**src/rtl/dccpb_pkg.sv**
```systemverilog
package dccpb_pkg;

    // Command codes carried in the func field.
    localparam logic [2:0] CMD_ACQUIRE   = 3'd0;
    localparam logic [2:0] CMD_RELEASE   = 3'd1;
    localparam logic [2:0] CMD_SET_SPEED = 3'd2;
    localparam logic [2:0] CMD_IDLE      = 3'd3;
    localparam logic [2:0] CMD_ESTOP     = 3'd4;
    localparam logic [2:0] CMD_DIRECTION = 3'd5;
    localparam logic [2:0] CMD_FUNCTION  = 3'd6;

    // Locomotive limits.
    localparam int         NUM_FUNCS = 29;
    localparam logic [6:0] MAX_SPEED = 7'd126;
    localparam logic [4:0] MAX_FUNC  = 5'd28;

    // Function group boundaries, highest function number in each group.
    localparam logic [4:0] GRP1_LAST  = 5'd4;
    localparam logic [4:0] GRP2A_LAST = 5'd8;
    localparam logic [4:0] GRP2B_LAST = 5'd12;
    localparam logic [4:0] F13_LAST   = 5'd20;

    // Instruction and prefix codes of the DCC packet.
    localparam logic [7:0] SPEED_128_INSTR  = 8'h3F;
    localparam logic [1:0] LONG_ADDR_PREFIX = 2'b11;
    localparam logic [2:0] GRP1_PREFIX      = 3'b100;
    localparam logic [3:0] GRP2A_PREFIX     = 4'hB;
    localparam logic [3:0] GRP2B_PREFIX     = 4'hA;
    localparam logic [7:0] F13_F20_INSTR    = 8'hDE;
    localparam logic [7:0] F21_F28_INSTR    = 8'hDF;
    localparam logic [6:0] ESTOP_CODE       = 7'd1;

    // Packet buffer geometry.
    localparam int PKT_MAX_BYTES = 5;
    localparam int IDX_W         = $clog2(PKT_MAX_BYTES);

    // One throttle request as held in the command register.
    typedef struct packed {
        logic [2:0]  func;
        logic [13:0] loco_address;
        logic        long_form;
        logic [6:0]  speed_value;
        logic        direction_value;
        logic [4:0]  function_number;
        logic        function_on;
    } cmd_t;

    // Locomotive state held for the throttle.
    typedef struct packed {
        logic                 holding;
        logic [13:0]          held_address;
        logic                 is_long_form;
        logic [6:0]           speed_step;
        logic                 emergency_stop;
        logic                 forward;
        logic [NUM_FUNCS-1:0] function_bits;
    } loco_t;

    // One built packet: bytes in send order and the index of the check byte.
    typedef struct packed {
        logic [PKT_MAX_BYTES-1:0][7:0] bytes;
        logic [IDX_W-1:0]              last_idx;
    } pkt_t;

endpackage

```
**src/rtl/dcc_loco_packet_builder_core.sv**
```systemverilog
// DCC packet builder for one throttle. Each request on the input channel is
// a throttle command (acquire, release, set speed, idle, emergency stop,
// direction or function) that updates the held locomotive's state; with a
// locomotive held, speed, idle, emergency stop, direction and valid function
// commands then send one NMRA DCC packet on the output channel, one byte per
// request, with last_byte marking the XOR check byte. A request is held in
// the command register; a packet of 3 to 5 bytes then leaves from the packet
// buffer at one byte per cycle while out_ready is high. The next command is
// taken into the command register while the previous packet still drains.
module dcc_loco_packet_builder_core (
    input  logic        clk,
    input  logic        rst_n,
    input  logic        in_valid,
    output logic        in_ready,
    input  logic [2:0]  func,
    input  logic [13:0] loco_address,
    input  logic        long_form,
    input  logic [6:0]  speed_value,
    input  logic        direction_value,
    input  logic [4:0]  function_number,
    input  logic        function_on,
    output logic        out_valid,
    input  logic        out_ready,
    output logic [7:0]  packet_byte,
    output logic        last_byte
);
    import dccpb_pkg::*;

    cmd_t  cmd_reg;
    logic  cmd_valid_reg;
    logic  cmd_valid_next;
    logic  in_take;
    logic  cmd_apply;
    logic  pkt_load;
    logic  pkt_free;
    logic  emits;
    loco_t loco;
    loco_t loco_next;
    pkt_t  pkt;

    // Command register handshake: a command leaves once its packet has a slot.
    assign cmd_apply = cmd_valid_reg && (!emits || pkt_free);
    assign pkt_load  = cmd_valid_reg && emits && pkt_free;
    assign in_ready  = !cmd_valid_reg || cmd_apply;
    assign in_take   = in_valid && in_ready;

    always_comb
    begin
        cmd_valid_next = cmd_valid_reg;
        if (in_take)
        begin
            cmd_valid_next = 1'b1;
        end
        else if (cmd_apply)
        begin
            cmd_valid_next = 1'b0;
        end
    end

    always_ff @(posedge clk or negedge rst_n)
    begin
        if (!rst_n)
        begin
            cmd_valid_reg <= 1'b0;
        end
        else
        begin
            cmd_valid_reg <= cmd_valid_next;
        end
    end

    always_ff @(posedge clk)
    begin
        if (in_take)
        begin
            cmd_reg.func            <= func;
            cmd_reg.loco_address    <= loco_address;
            cmd_reg.long_form       <= long_form;
            cmd_reg.speed_value     <= speed_value;
            cmd_reg.direction_value <= direction_value;
            cmd_reg.function_number <= function_number;
            cmd_reg.function_on     <= function_on;
        end
    end

    // Locomotive state and command decode.
    dccpb_state u_state (
        .clk       (clk),
        .rst_n     (rst_n),
        .cmd       (cmd_reg),
        .apply     (cmd_apply),
        .loco      (loco),
        .loco_next (loco_next),
        .emits     (emits)
    );

    // Packet assembly from the updated state.
    dccpb_build u_build (
        .loco (loco_next),
        .cmd  (cmd_reg),
        .pkt  (pkt)
    );

    // Packet buffer and byte output.
    dccpb_ser u_ser (
        .clk         (clk),
        .rst_n       (rst_n),
        .pkt         (pkt),
        .load        (pkt_load),
        .out_ready   (out_ready),
        .out_valid   (out_valid),
        .packet_byte (packet_byte),
        .last_byte   (last_byte),
        .free        (pkt_free)
    );

    // The held speed step never exceeds the 128-step maximum.
    a_speed_limit: assert property (@(posedge clk) disable iff (!rst_n)
        loco.speed_step <= MAX_SPEED)
        else $error("speed step above maximum");

    // An emergency stop always leaves the speed step at zero.
    a_estop_speed: assert property (@(posedge clk) disable iff (!rst_n)
        loco.emergency_stop |-> (loco.speed_step == '0))
        else $error("emergency stop with nonzero speed step");

    // After the check byte leaves with nothing new loaded, the output goes idle.
    a_pkt_end: assert property (@(posedge clk) disable iff (!rst_n)
        (out_valid && out_ready && last_byte && !pkt_load) |=> !out_valid)
        else $error("output still valid after final byte");

    // An applied acquire leaves a held locomotive running forward.
    a_acquire: assert property (@(posedge clk) disable iff (!rst_n)
        (cmd_apply && (cmd_reg.func == CMD_ACQUIRE)) |=> (loco.holding && loco.forward))
        else $error("acquire did not take the locomotive");

endmodule

```
**src/rtl/dccpb_state.sv**
```systemverilog
module dccpb_state (
    input  logic            clk,
    input  logic            rst_n,
    input  dccpb_pkg::cmd_t cmd,
    input  logic            apply,
    output dccpb_pkg::loco_t loco,
    output dccpb_pkg::loco_t loco_next,
    output logic            emits
);
    import dccpb_pkg::*;

    // State after reset: nothing held, running forward.
    localparam loco_t LOCO_RESET = '{
        holding:        1'b0,
        held_address:   '0,
        is_long_form:   1'b0,
        speed_step:     '0,
        emergency_stop: 1'b0,
        forward:        1'b1,
        function_bits:  '0
    };

    loco_t loco_reg;

    // Apply one request to the locomotive state and flag whether a packet follows.
    always_comb
    begin
        loco_next = loco_reg;
        emits     = 1'b0;
        unique case (cmd.func)
            CMD_ACQUIRE:
            begin
                loco_next.holding        = 1'b1;
                loco_next.held_address   = cmd.loco_address;
                loco_next.is_long_form   = cmd.long_form;
                loco_next.speed_step     = '0;
                loco_next.emergency_stop = 1'b0;
                loco_next.forward        = 1'b1;
                loco_next.function_bits  = '0;
            end
            CMD_RELEASE:
            begin
                loco_next.holding      = 1'b0;
                loco_next.held_address = '0;
            end
            CMD_SET_SPEED:
            begin
                if (loco_reg.holding)
                begin
                    loco_next.speed_step = (cmd.speed_value > MAX_SPEED) ?
                                           MAX_SPEED : cmd.speed_value;
                    loco_next.emergency_stop = 1'b0;
                    emits = 1'b1;
                end
            end
            CMD_IDLE:
            begin
                if (loco_reg.holding)
                begin
                    loco_next.speed_step     = '0;
                    loco_next.emergency_stop = 1'b0;
                    emits = 1'b1;
                end
            end
            CMD_ESTOP:
            begin
                if (loco_reg.holding)
                begin
                    loco_next.speed_step     = '0;
                    loco_next.emergency_stop = 1'b1;
                    emits = 1'b1;
                end
            end
            CMD_DIRECTION:
            begin
                if (loco_reg.holding)
                begin
                    loco_next.forward = cmd.direction_value;
                    emits = 1'b1;
                end
            end
            CMD_FUNCTION:
            begin
                if (loco_reg.holding && (cmd.function_number <= MAX_FUNC))
                begin
                    loco_next.function_bits[cmd.function_number] = cmd.function_on;
                    emits = 1'b1;
                end
            end
            default:
            begin
                emits = 1'b0;
            end
        endcase
    end

    // State register; forward is set after reset.
    always_ff @(posedge clk or negedge rst_n)
    begin
        if (!rst_n)
        begin
            loco_reg <= LOCO_RESET;
        end
        else if (apply)
        begin
            loco_reg <= loco_next;
        end
    end

    assign loco = loco_reg;

endmodule

```
**src/rtl/dccpb_build.sv**
```systemverilog
module dccpb_build (
    input  dccpb_pkg::loco_t loco,
    input  dccpb_pkg::cmd_t  cmd,
    output dccpb_pkg::pkt_t  pkt
);
    import dccpb_pkg::*;

    logic                 short_addr;
    logic                 two_body;
    logic                 is_function;
    logic [6:0]           speed_code;
    logic [7:0]           addr0;
    logic [7:0]           addr1;
    logic [7:0]           body0;
    logic [7:0]           body1;
    logic [7:0]           check;
    logic [NUM_FUNCS-1:0] f;

    assign f           = loco.function_bits;
    assign is_function = (cmd.func == CMD_FUNCTION);

    // Address bytes: one byte for a short address, two for the long form.
    assign short_addr = !loco.is_long_form && (loco.held_address[13:7] == '0);
    assign addr0 = short_addr ? {1'b0, loco.held_address[6:0]}
                              : {LONG_ADDR_PREFIX, loco.held_address[13:8]};
    assign addr1 = loco.held_address[7:0];

    // 128-step speed code; emergency stop overrides the step.
    always_comb
    begin
        if (loco.emergency_stop)
        begin
            speed_code = ESTOP_CODE;
        end
        else if (loco.speed_step == '0)
        begin
            speed_code = '0;
        end
        else
        begin
            speed_code = loco.speed_step + 7'd1;
        end
    end

    // Instruction bytes for a speed packet or the function group in question.
    always_comb
    begin
        body0    = SPEED_128_INSTR;
        body1    = {loco.forward, speed_code};
        two_body = 1'b1;
        if (is_function)
        begin
            if (cmd.function_number <= GRP1_LAST)
            begin
                body0    = {GRP1_PREFIX, f[0], f[4], f[3], f[2], f[1]};
                body1    = '0;
                two_body = 1'b0;
            end
            else if (cmd.function_number <= GRP2A_LAST)
            begin
                body0    = {GRP2A_PREFIX, f[8:5]};
                body1    = '0;
                two_body = 1'b0;
            end
            else if (cmd.function_number <= GRP2B_LAST)
            begin
                body0    = {GRP2B_PREFIX, f[12:9]};
                body1    = '0;
                two_body = 1'b0;
            end
            else if (cmd.function_number <= F13_LAST)
            begin
                body0 = F13_F20_INSTR;
                body1 = f[20:13];
            end
            else
            begin
                body0 = F21_F28_INSTR;
                body1 = f[28:21];
            end
        end
    end

    // XOR check over every byte that goes out before it.
    assign check = addr0 ^ (short_addr ? 8'h00 : addr1) ^ body0 ^ (two_body ? body1 : 8'h00);

    // Pack the bytes in send order.
    always_comb
    begin
        case ({short_addr, two_body})
            2'b10:
            begin
                pkt.bytes    = {8'h00, 8'h00, check, body0, addr0};
                pkt.last_idx = IDX_W'(2);
            end
            2'b11:
            begin
                pkt.bytes    = {8'h00, check, body1, body0, addr0};
                pkt.last_idx = IDX_W'(3);
            end
            2'b00:
            begin
                pkt.bytes    = {8'h00, check, body0, addr1, addr0};
                pkt.last_idx = IDX_W'(3);
            end
            default:
            begin
                pkt.bytes    = {check, body1, body0, addr1, addr0};
                pkt.last_idx = IDX_W'(4);
            end
        endcase
    end

endmodule

```
**src/rtl/dccpb_ser.sv**
```systemverilog
module dccpb_ser (
    input  logic            clk,
    input  logic            rst_n,
    input  dccpb_pkg::pkt_t pkt,
    input  logic            load,
    input  logic            out_ready,
    output logic            out_valid,
    output logic [7:0]      packet_byte,
    output logic            last_byte,
    output logic            free
);
    import dccpb_pkg::*;

    pkt_t             pkt_reg;
    logic             valid_reg;
    logic             valid_next;
    logic [IDX_W-1:0] idx_reg;
    logic [IDX_W-1:0] idx_next;

    // Current byte and end-of-packet mark.
    assign packet_byte = pkt_reg.bytes[idx_reg];
    assign last_byte   = (idx_reg == pkt_reg.last_idx);
    assign out_valid   = valid_reg;
    assign free        = !valid_reg || (out_ready && last_byte);

    // Advance through the packet one byte per accepted request.
    always_comb
    begin
        valid_next = valid_reg;
        idx_next   = idx_reg;
        if (load)
        begin
            valid_next = 1'b1;
            idx_next   = '0;
        end
        else if (valid_reg && out_ready)
        begin
            if (last_byte)
            begin
                valid_next = 1'b0;
            end
            else
            begin
                idx_next = idx_reg + IDX_W'(1);
            end
        end
    end

    always_ff @(posedge clk or negedge rst_n)
    begin
        if (!rst_n)
        begin
            valid_reg <= 1'b0;
            idx_reg   <= '0;
        end
        else
        begin
            valid_reg <= valid_next;
            idx_reg   <= idx_next;
        end
    end

    // Packet buffer.
    always_ff @(posedge clk)
    begin
        if (load)
        begin
            pkt_reg <= pkt;
        end
    end

endmodule

```
**config.mk**
```make
export PLATFORM = sky130hd
export DESIGN_NAME = dcc_loco_packet_builder_core
export DESIGN_NICKNAME = d
export VERILOG_FILES = /design/src/rtl/dccpb_pkg.sv /design/src/rtl/dcc_loco_packet_builder_core.sv /design/src/rtl/dccpb_state.sv /design/src/rtl/dccpb_build.sv /design/src/rtl/dccpb_ser.sv
export SDC_FILE = /design/constraint.sdc
export NUM_CORES = 1
export LEC_CHECK = 0
export ABC_AREA = 1
export BUFFER_PORTS_ARGS = -buffer_cell sky130_fd_sc_hd__clkbuf_2
export CORE_MARGIN = 2
export CORE_UTILIZATION = 56
export DETAILED_ROUTE_END_ITERATION = 6
export GPL_ROUTABILITY_DRIVEN = 0
export GPL_TIMING_DRIVEN = 0
export PLACE_DENSITY = 0.77
export SETUP_SLACK_MARGIN = 0.05
export SLEW_MARGIN = 20
export SYNTH_ARGS = -nofsm -noshare
export SYNTH_HDL_FRONTEND = slang
export SYNTH_SLANG_ARGS = --single-unit
```
**constraint.sdc**
```tcl
create_clock -name clk -period 3.3 [get_ports clk]
set_input_delay 0.33 -clock clk [delete_from_list [all_inputs] [get_ports clk]]
set_output_delay 0.33 -clock clk [all_outputs]
set_load 0.005 [all_outputs]
```
### Word-level counts from Yosys, hierarchy flattened

Index checks and enable logic that the tools add are counted.

| storage, ports and cells | value |
|---|---|
| flip-flop bits (word level) | 134 |
| latch bits | 0 |
| RAM bits | 0 |
| ROM bits | 0 |
| bits of input ports | 36 |
| output and inout port bits | 11 |
| logic and storage cells | 122 |
| memories | 0 |

| cells by class | value |
|---|---|
| add/sub/neg operators | 2 |
| multiply operators | 0 |
| div/mod/pow operators | 0 |
| order comparisons | 9 |
| equal/unequal tests | 10 |
| shift operators | 0 |
| muxes and demuxes | 47 |
| bitwise logic cells | 3 |
| reduce and logical (&&, ||, !) cells | 28 |

Operators by type and width:

| cell | count |
|---|---|
| $pmux W43 S3 | 1 |
| $mux W8 | 16 |
| $pmux W29 S2 | 1 |
| $pmux W8 S4 | 1 |
| $pmux W15 S2 | 1 |
| $bwmux W29 | 1 |
| $mux W29 | 1 |
| $bmux W8 S3 | 1 |
| $xor A8 B8 Y8 | 3 |
| $mux W7 | 3 |
| $mux W1 | 15 |
| $logic_not A7 Y1 | 2 |
| $le A5 B4 Y1 const B | 2 |
| $le A5 B5 Y1 const B | 2 |
| $eq A3 B3 Y1 const B | 3 |
| $logic_and A1 B1 Y1 | 9 |
| $mux W3 | 3 |
| $reduce_bool A2 Y1 | 4 |
| $add A7 B1 Y7 const B | 1 |
| $gt A7 B7 Y1 const B | 1 |
| $eq A3 B2 Y1 const B | 2 |
| $lt A5 B6 Y1 const B | 1 |
| $reduce_and A2 Y1 | 3 |
| $demux W1 S5 | 1 |
| 14 further kinds | 21 |

### Longest topological paths before layout

Gate-level depths: netlist of the first run.

| logic depth | value |
|---|---|
| depth after elaboration | 15 |
| gate-level depth with buffers | 20 |
| gate-level depth less buffers | 20 |

### Cells and area by module

A second synthesis of the first run with hierarchy kept.

| unflattened totals | value |
|---|---|
| cell total of the unflattened synthesis | 1,027 |
| area, all modules | 7,992.7 um^2 |

By module, submodules not included:

| module | times used | cells an instance | area an instance (um^2) | seq. area each (um^2) |
|---|---|---|---|---|
| dccpb_state | 1 | 513 | 3,445.8 | 1,352.5 |
| dccpb_ser | 1 | 156 | 1,943.1 | 1,391.3 |
| dccpb_build | 1 | 316 | 1,579.0 | 0.0 |
| dcc_loco_packet_builder_core | 1 | 42 | 1,024.7 | 985.9 |

### Least setup slack after synthesis of the first run

No wires, ideal clock.

| path | value |
|---|---|
| path kind | reg-to-reg |
| start | reg cmd_reg[2] (netlist name) |
| end | reg u_ser.idx_reg[0] |
| setup time | 0.136 ns |
| arrival | 3.481 ns |
| data required time | 3.164 ns |
| setup slack | -0.317 ns |
| cell stages (with the launch flop) | 11 |
| buffers on the path | 0 |
| period minus slack after synthesis | 3.617 ns |
| cells stage by stage | edfxtp_1 > nor2_4 > nor2_1 > nor2_1 > a22oi_1 > nor2_1 > inv_1 > nor2_1 > inv_1 > nand3_1 > o21ai_0 |

| between the ends | value |
|---|---|
| longest elaborated chain between the ends | 8 |
| elaborated cells between the ends (all ways) | 10 |
| classes of those cells | 1 x order compare; 1 x eq/ne; 3 x mux; 5 x reduce/logical |

RTL lines:

| item | line | text |
|---|---|---|
| from (decl) | dcc_loco_packet_builder_core.sv:29 | `cmd_t cmd_reg;` |
| $le A5 B5 Y1 * | dccpb_state.sv:84 | `if (loco_reg.holding && (cmd.function_number <= MAX_FUNC))` |
| $logic_and A1 B1 Y1 * | dccpb_state.sv:84 |  |
| $mux W1 * | dccpb_state.sv:84 |  |
| $pmux W1 S2 * | dccpb_state.sv:30 | `unique case (cmd.func)` |
| $logic_and A1 B1 Y1 * (2 in series) | dcc_loco_packet_builder_core.sv:43 | `assign pkt_load = cmd_valid_reg && emits && pkt_free;` |
| net pkt_load | dcc_loco_packet_builder_core.sv:34 | `logic pkt_load;` |
| $ne A2 B2 Y1 (no line) / $reduce_bool A2 Y1 (equally long branches) | n/a |  |
| $reduce_and A2 Y1 (no line) | n/a |  |
| to (signal assigned) | dccpb_ser.sv:59 | `idx_reg <= idx_next;` |
| to (decl) | dccpb_ser.sv:17 | `logic [IDX_W-1:0] idx_reg;` |

The timed path passes the listed nets; every way through them passes the cells marked *.
A chain may end at the register's enable or synchronous reset.

==> impl_results.md, run 1 <==
* MaxCap Viol Count at 0
* CP endpoint kind: flop
* Detail Route Antenna Nets at 0
* Synth top area share at around 29%
* # nets final at 1090
* Syn. warnings at 0
* Worst rel slew slack at 59.23%
* CP Cell Sequence: inv_2 -> ha_1 -> clkbuf_4 -> nand2_4 -> o22ai_1 -> inv_1 -> nand2_1 -> nor3_1 -> nand2_1 -> buf_6 -> inv_1 -> ha_1 -> buf_6 -> o21ai_2 -> o22ai_1
* Initial DRC count at roughly 630
* # rows at 43
* Reg2Reg Launch Point: cmd_reg[30]$_DFFE_PP_
* Post-layout total power at between 5 and 6 mW
* WHS Path Cells at 1
* DRC at 0
* Slowest-stage cell, CP: edfxtp_1
* Inst Count DP at 1204
* FF-to-FF End: u_ser.pkt_reg[14]$_DFFE_PP_
* Post-place setup slack at -0.2028 ns
* Die Width at 122.7 µm
* HPWL Detailed at between 10000 and 15000 µm
* First-pass GRT wire length at 33140 µm
* Pin count of the biggest net entering global routing at 39
* Final setup violation count at 0
* Final worst slack at 0.2255 ns
* Number of global-route vias before repair at 6480
* Crit Path Max Fanout at 12
* Largest register FFs at 54
* Power Density at 608.3 nW/µm²
* Synth top area cells: edfxtp_1, dfrtp_1, nand2_1
* Worst Hold Class: input port to flop
* Reg2reg setup slack at 0.23 ns
* ANT cells at 0
* Final hold vios at 0
* Final worst path period need at between 3 and 4 ns
* Syn nets at ~1000
* Die Height at 122.7 µm
* Predominant post-synthesis flop cell: edfxtp_1
* Critical Path Source Type: flop
* Synth Instances at ~980
* Outcome: finished clean
* Max H-tree Level at 4
* EDFF count, synth at 75
* I/O Buffers at 46
* Die Area at 15060 µm²
* Initial Util at a little under three fifths
* Num CTS Buffers at 17
* Area Overhead vs Synth at 15.09%
* FMAX at ~330 MHz
* Hold endpoint: cmd_reg[0]$_DFFE_PP_
* DRT Wirelength at approximately 21000 µm
* Worst reg2reg path depth at 15
* RSZ-0062 raised after global routing: false
* GRT overflow at 0
* Post-layout util at 65.70%
* Via Count at 7015
* Post-synthesis sequential area ratio at 47.25%
* Pleak at 3.954 nW
* First drt pass iteration count at 7
* Post-synthesis cell area at a little under 8000 µm²
* Antenna violations before repair at 0
* Root Driver: clkbuf_16
* Hold slack at 0.07039 ns
* Non-Filler Instances at approximately 1200
* Clk Latency, worst-skew pair at 0.43 ns
* Slew Viols, Final at 0
* DR vias/cell at 5.662
* Final period util at 93.17%
* Routed length per instance at 16.78 µm
* Req. time, crit path at 3.45 ns
* Clock buffer depth at 2
* Hold path startpoint: function_on
* Critical path arrival at 3.22 ns
* WS Path Type: flop to flop
* Share of layout cells above drive strength 1 at 17.28%
* VDD IR max at 328.3 µV
* Yosys reg bits at between 100 and 150
* Syn avg cell area at about 8.1 µm²
* Gr usage total at 29.33%
* CTS tree: done
* Post-synth ARST share at about 44%
* Final Skew at around 0.0085 ns
* Pin slew with the least headroom to its limit at 0.6094 ns
* Area leader, netlist: edfxtp_1
* CTS Sinks at 134
* Post-synth cell types at between 40 and 50
* Core ar. at 13830 µm²
* CP max stage delay at roughly 0.5 ns
* IO Pins at 47
* Reg clk slew, reported paths at 0.06 ns
-- through the flow --
step	cell area [µm²]	TNS, ns
final	9085	0
after global placement	8352	-36.42
after detailed placement	8438	-3.153
after CTS	9047	0
after floorplan	7896	0
after global routing	9085	0
-- kinds of logic after synthesis --
logic type,synth area share (%)
compound gates,15.22
xor+xnor,1.664
fa+ha+maj,1.268
buf+inv,9.288
flops,47.25
simple gates,25.31
-- synth_stat cells (8+ instances only) --
| cell | instances |
|---|---|
| nand2_2 | 20 |
| nor2_1 | 65 |
| a31oi_1 | 13 |
| inv_2 | 10 |
| buf_2 | 11 |
| inv_1 | 122 |
| a221o_1 | 8 |
| nand3_1 | 80 |
| xnor2_1 | 10 |
| clkbuf_1 | 12 |
| a21oi_1 | 36 |
| nand3_2 | 8 |
| edfxtp_1 | 75 |
| o21ai_0 | 79 |
| dfrtp_1 | 58 |
| ha_1 | 8 |
| o22ai_1 | 26 |
| nand2_1 | 237 |
| o21ai_1 | 12 |
| o21bai_1 | 9 |
-- worst max-delay path: cells and delay by family, from the launching register on --
kind	cells	cell delay (ns)
and+or+nand+nor	4	0.33
adders and majority gates	2	0.37
buffers and inverters	6	0.88
DFF	1	0.49
AOI/OAI and AO/OA	3	0.72
-- cells in the final DEF, fill, tap and decap left out, drive strengths merged, types with 29 or more instances in the layout --
master / netlist / layout
o21ai: 96 / 96
a21oi: 38 / 38
inv: 133 / 138
nand3: 89 / 89
nand2: 261 / 261
nor2: 75 / 75
buf: 25 / 30
dfrtp: 58 / 58
o22ai: 29 / 29
clkbuf: 12 / 77
edfxtp: 75 / 75
-- what timing repair did --
| item | 4_1_cts | 5_1_grt |
|---|---|---|
| setup endpoints to repair | 21 | 32 |
| hold buffers | 1 | 0 |
| endpoints found under the hold margin | 20 | 0 |
| resized for setup | 4 | 8 |
| buffers inserted | 0 | 3 |
-- worst max-delay path by stage --
stage	startpoint	to	slack [ns]	cells after the start
floorplan	u_ser.idx_reg[1]$_DFFE_PN0P_	cmd_reg[0]$_DFFE_PP_	0.16	8
finish	cmd_reg[30]$_DFFE_PP_	u_ser.pkt_reg[14]$_DFFE_PP_	0.23	15
global placement	cmd_reg[30]$_DFFE_PP_	cmd_reg[16]$_DFFE_PP_	-0.91	5
global route	cmd_reg[31]$_DFFE_PP_	u_ser.pkt_reg[14]$_DFFE_PP_	0.05	15
detailed placement	cmd_reg[31]$_DFFE_PP_	u_ser.pkt_reg[21]$_DFFE_PP_	-0.20	13
CTS	cmd_reg[31]$_DFFE_PP_	u_ser.pkt_reg[14]$_DFFE_PP_	0.03	14
-- report_power, final --
part / total [mW] / switching (mW) / internal (mW) / leakage [nW]
Sequential: 2.02 / 0.0725 / 1.95 / 1.47
Clock: 1.90 / 0.757 / 1.14 / 0.275
Combinational: 1.61 / 1.05 / 0.556 / 2.21
-- area by class of cell --
type / instances / area (µm²)
Timing Repair Buffer: 53 / 332.8
Tap cell: 180 / 225.2
Clock inverter: 13 / 146.4
Multi-Input combinational cell: 667 / 3472
Inverter: 137 / 516.7
Clock buffer: 19 / 442.9
Fill cell: 1146 / 4742
Sequential cell: 134 / 3730
Buffer: 36 / 219.0
-- per-layer routing --
metal / global-route usage (%) / share of wire [%] / wire, µm / vias to the layer above
li1: - / - / - / 3399
met1: 39.25 / 42 / 8757 / 3216
met2: 46.24 / 46 / 9594 / 355
met3: 6.180 / 8.6 / 1779 / 45
met4: 12.50 / 3.2 / 657 / 0
met5: 0 / 0 / 0 / -
Power figures use the tool's default switching activity.
==> inputs of run 2 (changes only) <==
Settings changed: BUFFER_PORTS_ARGS -buffer_cell sky130_fd_sc_hd__clkbuf_2 to not set, CORE_UTILIZATION 56 to 54, DONT_BUFFER_PORTS set to 1, PLACE_DENSITY 0.77 to 0.72, SYNTH_HIERARCHICAL set to 1.
==> impl_results.md, run 2 <==
* Via Count at 6977 (was 7015)
* Outcome: finished clean (unchanged)
* Gr usage total at 27.31% (was 29.33%)
* Synth Instances at 1027 (was 975)
* Slew Viols, Final at 0 (unchanged)
* Cell Area, Placed at 8285 µm² (was 8438 µm²)
* Post-synth ARST share at 44.03% (unchanged)
* Post-layout total power at 6.480 mW (was 5.526 mW)
* Pin count of the biggest net entering global routing at 60 (was 39)
* CP Cell Sequence: buf_4 -> nor3_4 -> buf_2 -> nand3_1 -> o21ai_1 -> inv_1 -> nand4_1 -> nor2_4 -> ha_1 -> buf_2 -> o21ai_0 -> inv_1 -> a22o_1 (was inv_2 -> ha_1 -> clkbuf_4 -> nand2_4 -> o22ai_1 -> inv_1 -> nand2_1 -> nor3_1 -> nand2_1 -> buf_6 -> inv_1 -> ha_1 -> buf_6 -> o21ai_2 -> o22ai_1)
* Reg clk slew, reported paths at 0.06 ns (about the same)
* Root Driver: clkbuf_16 (unchanged)
* Antenna violations before repair at 0 (unchanged)
* GRT overflow at 0 (unchanged)
* ANT cells at 0 (unchanged)
* Pleak at 4.233 nW (was 3.954 nW)
* Area Overhead vs Synth at 16.53% (was 15.09%)
* Commonest non-fill, non-tap cell in the layout: nand2_1 (unchanged)
* Number of global-route vias before repair at 6585 (was 6480)
* Die Area at 15790 µm² (was 15060 µm²)
* Max H-tree Level at 4 (unchanged)
* Power Density at 695.7 nW/µm² (was 608.3 nW/µm²)
* Share of layout cells above drive strength 1 at 12.47% (was 17.28%)
* CTS Sinks at 134 (unchanged)
* I/O Buffers at 0 (was 46)
* RSZ-0062 raised after global routing: true (was false)
* Syn nets at 1072 (was 1019)
* Routed length per instance at 15.99 µm (was 16.78 µm)
* Post-synthesis cell area at 7993 µm² (was 7894 µm²)
* CTS tree: done (unchanged)
* Most common cell in the synthesized netlist: nand2_1 (unchanged)
* Inst Count DP at 1213 (was 1204)
* Hold slack at 0.06949 ns (was 0.07039 ns)
* CP delay by family, top: buffers and inverters (unchanged)
* DRT Wirelength at 20520 µm (was 20790 µm)
* Synth top area cells: edfxtp_1, dfrtp_1, nand2_1 (unchanged)
* CP max stage delay at 0.42 ns (was 0.49 ns)
* # rows at 44 (was 43)
* CP endpoint kind: flop (unchanged)
* Reg2reg setup slack at 0.13 ns (was 0.23 ns)
* Req. time, crit path at 3.48 ns (was 3.45 ns)
* Worst Hold Class: input port to flop (unchanged)
* Die Width at 125.7 µm (was 122.7 µm)
* Most frequent cells in the layout: nand2_1, nand3_1, inv_1 (was nand2_1, inv_1, nand3_1)
* # nets final at 1131 (was 1090)
* Final period util at 96.10% (was 93.17%)
* Final worst path period need at 3.171 ns (was 3.075 ns)
* Die Height at 125.7 µm (was 122.7 µm)
* Final Skew at 0.01516 ns (was 0.008486 ns)
* Syn avg cell area at 7.783 µm² (was 8.096 µm²)
* First drt pass iteration count at 5 (was 7)
* Core ar. at 14480 µm² (was 13830 µm²)
* Critical path arrival at 3.35 ns (was 3.22 ns)
* Area leader, netlist: edfxtp_1 (unchanged)
* Pin slew with the least headroom to its limit at 0.6328 ns (was 0.6094 ns)
* DR vias/cell at 5.438 (was 5.662)
* Final hold vios at 0 (unchanged)
* VDD IR max at 393.1 µV (was 328.3 µV)
* FMAX at 315.3 MHz (was 325.3 MHz)
* Most frequent cells after synthesis: nand2_1, nand3_1, inv_1, edfxtp_1, o21ai_0 (was nand2_1, inv_1, nand3_1, o21ai_0, edfxtp_1)
* Initial Util at 55.20% (was 57.09%)
* Clk Latency, worst-skew pair at 0.43 ns (about the same)
* Worst rel slew slack at 57.81% (was 59.23%)
* Crit Path Max Fanout at 10 (was 12)
* Final setup violation count at 0 (unchanged)
* EDFF count, synth at 75 (unchanged)
* Non-Filler Instances at 1283 (was 1239)
* Syn. warnings at 6 (was 0)
* Slowest-stage cell, CP: edfxtp_1 (unchanged)
* Critical Path Source Type: flop (unchanged)
* Predominant post-synthesis flop cell: edfxtp_1 (unchanged)
* Synth top area share at 28.18% (was 28.53%)
* Detail Route Antenna Nets at 0 (unchanged)
* Initial DRC count at 563 (was 626)
* Yosys reg bits at 134 (unchanged)
* Worst path buffer plus inverter count at 5 (was 6)
* Number of fill cells in the layout at 1241 (was 1146)
* FF+latch area at 3730 µm² (unchanged)
* HPWL Detailed at 14770 µm (was 14990 µm)
* DRC at 0 (unchanged)
* IO Pins at 47 (unchanged)
* Post-synthesis sequential area ratio at 46.67% (was 47.25%)
* WS Path Type: flop to flop (unchanged)
* First-pass GRT wire length at 33730 µm (was 33140 µm)
* Num CTS Buffers at 17 (unchanged)
* Multi-input gate area at 3625 µm² (was 3472 µm²)
* Post-layout instance area at 9314 µm² (was 9085 µm²)
* Post-synth cell types at 46 (was 45)
* Largest register FFs at 54 (unchanged)
* Clock buffer depth at 2 (unchanged)
* MaxCap Viol Count at 0 (unchanged)
## run 2: changes by cell type after synthesis, sizes merged, moves of 4 or more
cell | previous run | this run
a21oi | 38 | 19
o211ai | 7 | 0
nand2 | 261 | 367
a31oi | 13 | 0
nand3 | 89 | 123
inv | 133 | 125
xor2 | 5 | 9
xnor2 | 10 | 3
o22ai | 29 | 12
nand3b | 2 | 10
or2 | 2 | 7
a221o | 8 | 0
o21ai | 96 | 90
nor2 | 75 | 46
## run 2: final cells by class
| cell class | instances | share of cell area (%) |
|---|---|---|
| buffer | 35 | 2.337 |
| sequential | 134 | 40.05 |
| clock inverter | 13 | 1.397 |
| tap | 184 | 2.472 |
| timing repair buffer | 40 | 4.675 |
| clock buffer | 19 | 4.863 |
| inverter | 127 | 5.293 |
| multi-input combinational | 731 | 38.92 |
## run 2: metal layers
layer / vias to the layer above / part of all wire, % / track usage (%)
met5: - / 0 / 0
met4: 0 / 2.7 / 10.98
met3: 45 / 7.9 / 6.542
met2: 297 / 45 / 42.32
met1: 3155 / 44 / 37.32
li1: 3480 / - / -
## run 2: final timing paths
path / start / endpoint / cells past startpoint
max reg2reg: cmd_reg[31]$_DFFE_PP_ / u_ser/pkt_reg[11]$_DFFE_PP_ / 13
min reg2reg: u_state/loco[29]$_DFFE_PN1P_ / u_state/loco[29]$_DFFE_PN1P_ / 2
max: cmd_reg[31]$_DFFE_PP_ / u_ser/pkt_reg[11]$_DFFE_PP_ / 13
min in group asynchronous: rst_n / u_state/loco[21]$_DFFE_PN0P_ / 2
max in group asynchronous: rst_n / u_state/loco[29]$_DFFE_PN1P_ / 2
min: in_valid / cmd_valid_reg$_DFFE_PN0P_ / 2
## run 2: metrics by stage
step	worst slack (ns)	setup TNS (ns)	utilization (%)
after global placement	-0.7588	-37.31	56.81
final	0.1288	0	64.33
after floorplan	0.2771	0	-
after CTS	0.05463	0	63.96
after global routing	0.008358	0	64.33
after detailed placement	-0.7810	-16.11	57.22
## run 2: cell families (layout without fill, tap and decap cells)
kind of cell / count (synthesis) / after routing / share of synthesized area, %
flops: 134 / 134 / 46.67
buf+inv: 162 / 234 / 8.782
compound gates: 139 / 139 / 9.988
fa+ha+maj: 9 / 9 / 1.409
simple gates: 571 / 571 / 31.75
xor+xnor: 12 / 12 / 1.409
## run 2: power by group
part	switching [mW]	internal (mW)	total [mW]
Sequential	0.0997	2.09	2.19
Combinational	1.62	0.810	2.43
Clock	0.766	1.10	1.86
## run 2: timing repair
item / CTS / global route
hold buffers: 34 / 0
endpoints found under the setup margin: 34 / 33
pin swaps: 1 / 0
endpoints found under the hold margin: 91 / 0
gates resized for setup: 17 / 10
setup buffers: 1 / 3
==> inputs of run 3 (changes only) <==
Settings changed: ABC_AREA 1 to not set.
==> impl_results.md, run 3 <==
* IO Pins at 47 (unchanged)
* Most frequent cells in the layout: o21ai_0, nand2_1, edfxtp_1 (was nand2_1, nand3_1, inv_1)
* Core ar. at 14370 µm² (was 14480 µm²)
* Clk Latency, worst-skew pair at 0.43 ns (about the same)
* Main combinational cell family by area after synthesis: compound AO/OA/AOI/OAI gates (was simple AND/OR/NAND/NOR gates)
* First drt pass iteration count at 7 (was 5)
* Post-synth cell types at 81 (was 46)
* Syn. warnings at 6 (unchanged)
* Setup tns final at 0 ns (unchanged)
* Worst rel slew slack at 55.66% (was 57.81%)
* Root Driver: clkbuf_16 (unchanged)
* VDD IR max at 380.7 µV (was 393.1 µV)
* Final Skew at 0.009419 ns (was 0.01516 ns)
* Synth top area cells: edfxtp_1, dfrtp_1, o21ai_0 (was edfxtp_1, dfrtp_1, nand2_1)
* Clock buffer depth at 2 (unchanged)
* GRT overflow at 0 (unchanged)
* WS Path Type: flop to flop (unchanged)
* Initial Util at 54.68% (was 55.20%)
* HPWL Detailed at 14660 µm (was 14770 µm)
* Reg clk slew, reported paths at 0.06 ns (about the same)
* Crit Path Max Fanout at 10 (unchanged)
* RSZ-0062 raised after global routing: true (unchanged)
* Die Height at 124.6 µm (was 125.7 µm)
* Via Count at 6829 (was 6977)
* Pin slew with the least headroom to its limit at 0.6600 ns (was 0.6328 ns)
* Final worst path period need at 3.224 ns (was 3.171 ns)
* Area leader, netlist: edfxtp_1 (unchanged)
* DRC at 3 (was 0)
* Pint at 3.952 mW (was 3.997 mW)
* Number of fill cells in the layout at 1029 (was 1241)
* Synth top area share at 28.67% (was 28.18%)
* Post-synthesis cell area at 7856 µm² (was 7993 µm²)
* Most frequent cells after synthesis: o21ai_0, nand2_1, edfxtp_1, a21oi_1, dfrtp_1 (was nand2_1, nand3_1, inv_1, edfxtp_1, o21ai_0)
* CTS Sinks at 134 (unchanged)
* Antenna violations before repair at 0 (unchanged)
* Simple-gate share of the synthesized area at 15.66% (was 31.75%)
* Die Width at 124.6 µm (was 125.7 µm)
* CP endpoint kind: flop (unchanged)
* Outcome: finished, violations left (was finished clean)
* Failing checks: DRC
* First-pass GRT wire length at 33950 µm (was 33730 µm)
* Slew Viols, Final at 0 (unchanged)
* FMAX at 310.1 MHz (was 315.3 MHz)
* Number of global-route vias before repair at 6637 (was 6585)
* Critical Path Source Type: flop (unchanged)
* # rows at 44 (unchanged)
* Detail Route Antenna Nets at 0 (unchanged)
* Syn avg cell area at 9.882 µm² (was 7.783 µm²)
* Initial DRC count at 792 (was 563)
* Synth Instances at 795 (was 1027)
* Worst Hold Class: input port to flop (unchanged)
* Final hold vios at 0 (unchanged)
* Post-layout instance area at 9671 µm² (was 9314 µm²)
* Max H-tree Level at 4 (unchanged)
* I/O Buffers at 0 (unchanged)
* Sequential Power Share at 36.4% (was 33.8%)
* Adder-Cell Fraction of Synth Area at 1.433% (was 1.409%)
* Req. time, crit path at 3.55 ns (was 3.48 ns)
* Combinational fraction of design power at 28.7% (was 37.5%)
* Pin count of the biggest net entering global routing at 60 (unchanged)
* Final setup violation count at 0 (unchanged)
* Final period util at 97.70% (was 96.10%)
* Die Area at 15530 µm² (was 15790 µm²)
* Clk network pwr share at 34.9% (was 28.8%)
* Gr usage total at 27.61% (was 27.31%)
* Mux contribution to synthesized area at 3.918% (was 0%)
* Switching pwr at 1.810 mW (was 2.483 mW)
* DR vias/cell at 6.364 (was 5.438)
* Num CTS Buffers at 17 (unchanged)
* MaxCap Viol Count at 0 (unchanged)
* Switching part of the total power at 31.41% (was 38.31%)
* Predominant post-synthesis flop cell: edfxtp_1 (unchanged)
* Power Density at 595.9 nW/µm² (was 695.7 nW/µm²)
* Largest register FFs at 54 (unchanged)
* DRT Wirelength at 21830 µm (was 20520 µm)
* Post-synthesis sequential area ratio at 47.48% (was 46.67%)
* EDFF count, synth at 75 (unchanged)
* Yosys reg bits at 134 (unchanged)
* Syn nets at 840 (was 1072)
* Share of layout cells above drive strength 1 at 20.70% (was 12.47%)
* Most common cell in the synthesized netlist: o21ai_0 (was nand2_1)
* Routed length per instance at 20.35 µm (was 15.99 µm)
* Area Overhead vs Synth at 23.09% (was 16.53%)
* CTS tree: done (unchanged)
* # nets final at 921 (was 1131)
* XOR/XNOR Fraction of Synth Area at 3.886% (was 1.409%)
* Cell Area, Placed at 8144 µm² (was 8285 µm²)
* Pleak at 3.898 nW (was 4.233 nW)
* Commonest non-fill, non-tap cell in the layout: o21ai_0 (was nand2_1)
* Critical path arrival at 3.47 ns (was 3.35 ns)
* ANT cells at 0 (unchanged)
* Synth Area in Compound Gates at 22.38% (was 9.987%)
* Post-synth ARST share at 44.03% (unchanged)
run 3: final cells by class:
cell class / instances / area (µm²) / area share [%]
inverter: 23 / 92.59 / 0.9574
multi-input combinational: 583 / 4001 / 41.38
tap: 184 / 230.2 / 2.381
clock buffer: 18 / 429.2 / 4.438
timing repair buffer: 63 / 599.3 / 6.197
clock inverter: 14 / 197.7 / 2.044
buffer: 54 / 390.4 / 4.037
sequential: 134 / 3730 / 38.57
run 3: kinds of logic (layout without fill, tap and decap cells):
family	Yosys count	after routing
mux	29	29
fa+ha+maj	9	9
flops	134	134
simple gates	234	234
buf+inv	78	172
xor+xnor	34	34
compound gates	277	277
run 3: power by group through the flow:
stage / registers (mW) / clock network (mW) / logic, mW
finish: 2.10 / 2.01 / 1.65
global route: 2.12 / 2.11 / 1.79
CTS: 2.10 / 2.04 / 1.53
detailed placement: 2.13 / 0 / 1.43
global placement: 2.12 / 0 / 1.38
floorplan: 2.09 / 0 / 1.14
run 3: stage by stage:
stage	total power, mW	worst slack [ns]	instances	hold WS, ns	util (%)
5_1_grt	6.014	-0.03332	1073	0.1240	67.30
3_5_place_dp	3.558	-0.4409	979	0.03726	56.68
3_3_place_gp	3.491	-0.3407	979	0.03688	56.68
6_report	5.762	0.07574	1073	0.1269	67.30
2_1_floorplan	3.225	0.06336	795	0.03441	-
4_1_cts	5.661	0.03174	1059	0.1157	64.83
run 3: worst paths after layout:
kind	from	end	slack [ns]	cells past startpoint
worst min register to register	u_state/loco[28]$_DFFE_PN0P_	u_state/loco[28]$_DFFE_PN0P_	0.50	2
min in group asynchronous	rst_n	u_state/loco[1]$_DFFE_PN0P_	0.45	2
worst max register to register	cmd_reg[30]$_DFFE_PP_	u_ser/pkt_reg[21]$_DFFE_PP_	0.08	18
worst min-delay path	out_ready	u_ser/out_valid$_DFFE_PN0P_	0.13	2
max in group asynchronous	rst_n	u_state/loco[29]$_DFFE_PN1P_	2.53	2
worst max-delay path	cmd_reg[30]$_DFFE_PP_	u_ser/pkt_reg[21]$_DFFE_PP_	0.08	18
run 3: critical path: stages (launching register included):
cell and delay (ns):
edfxtp_1 0.38, buf_6 0.13, inv_1 0.06, ha_4 0.16, and2_1 0.14, buf_6 0.13
buf_12 0.14, nand2_4 0.08, nand2_4 0.06, or4_4 0.54, nor2_4 0.14, buf_12 0.12
inv_4 0.04, ha_4 0.17, clkinv_2 0.14, nand2_2 0.14, nor2_1 0.14, a21oi_1 0.09
o221ai_1 0.23
run 3: timing repair:
item,in CTS,in global routing
pin swaps,4,13
setup buffers,12,15
endpoints found under the setup margin,34,55
cloned,1,0
endpoints found under the hold margin,92,0
hold buffers,35,0
resized for setup,26,65
run 3: metal layers:
metal  vias up  wire length (µm)  global-route usage, %  share of wire [%]
met5         -                 0                      0                  0
met3        74              1733                  7.216                7.9
met1      3257              8559                  34.15                 39
met4         0               730                  10.38                3.3
met2       387             10810                  46.58                 50
li1       3111                 -                      -                  -
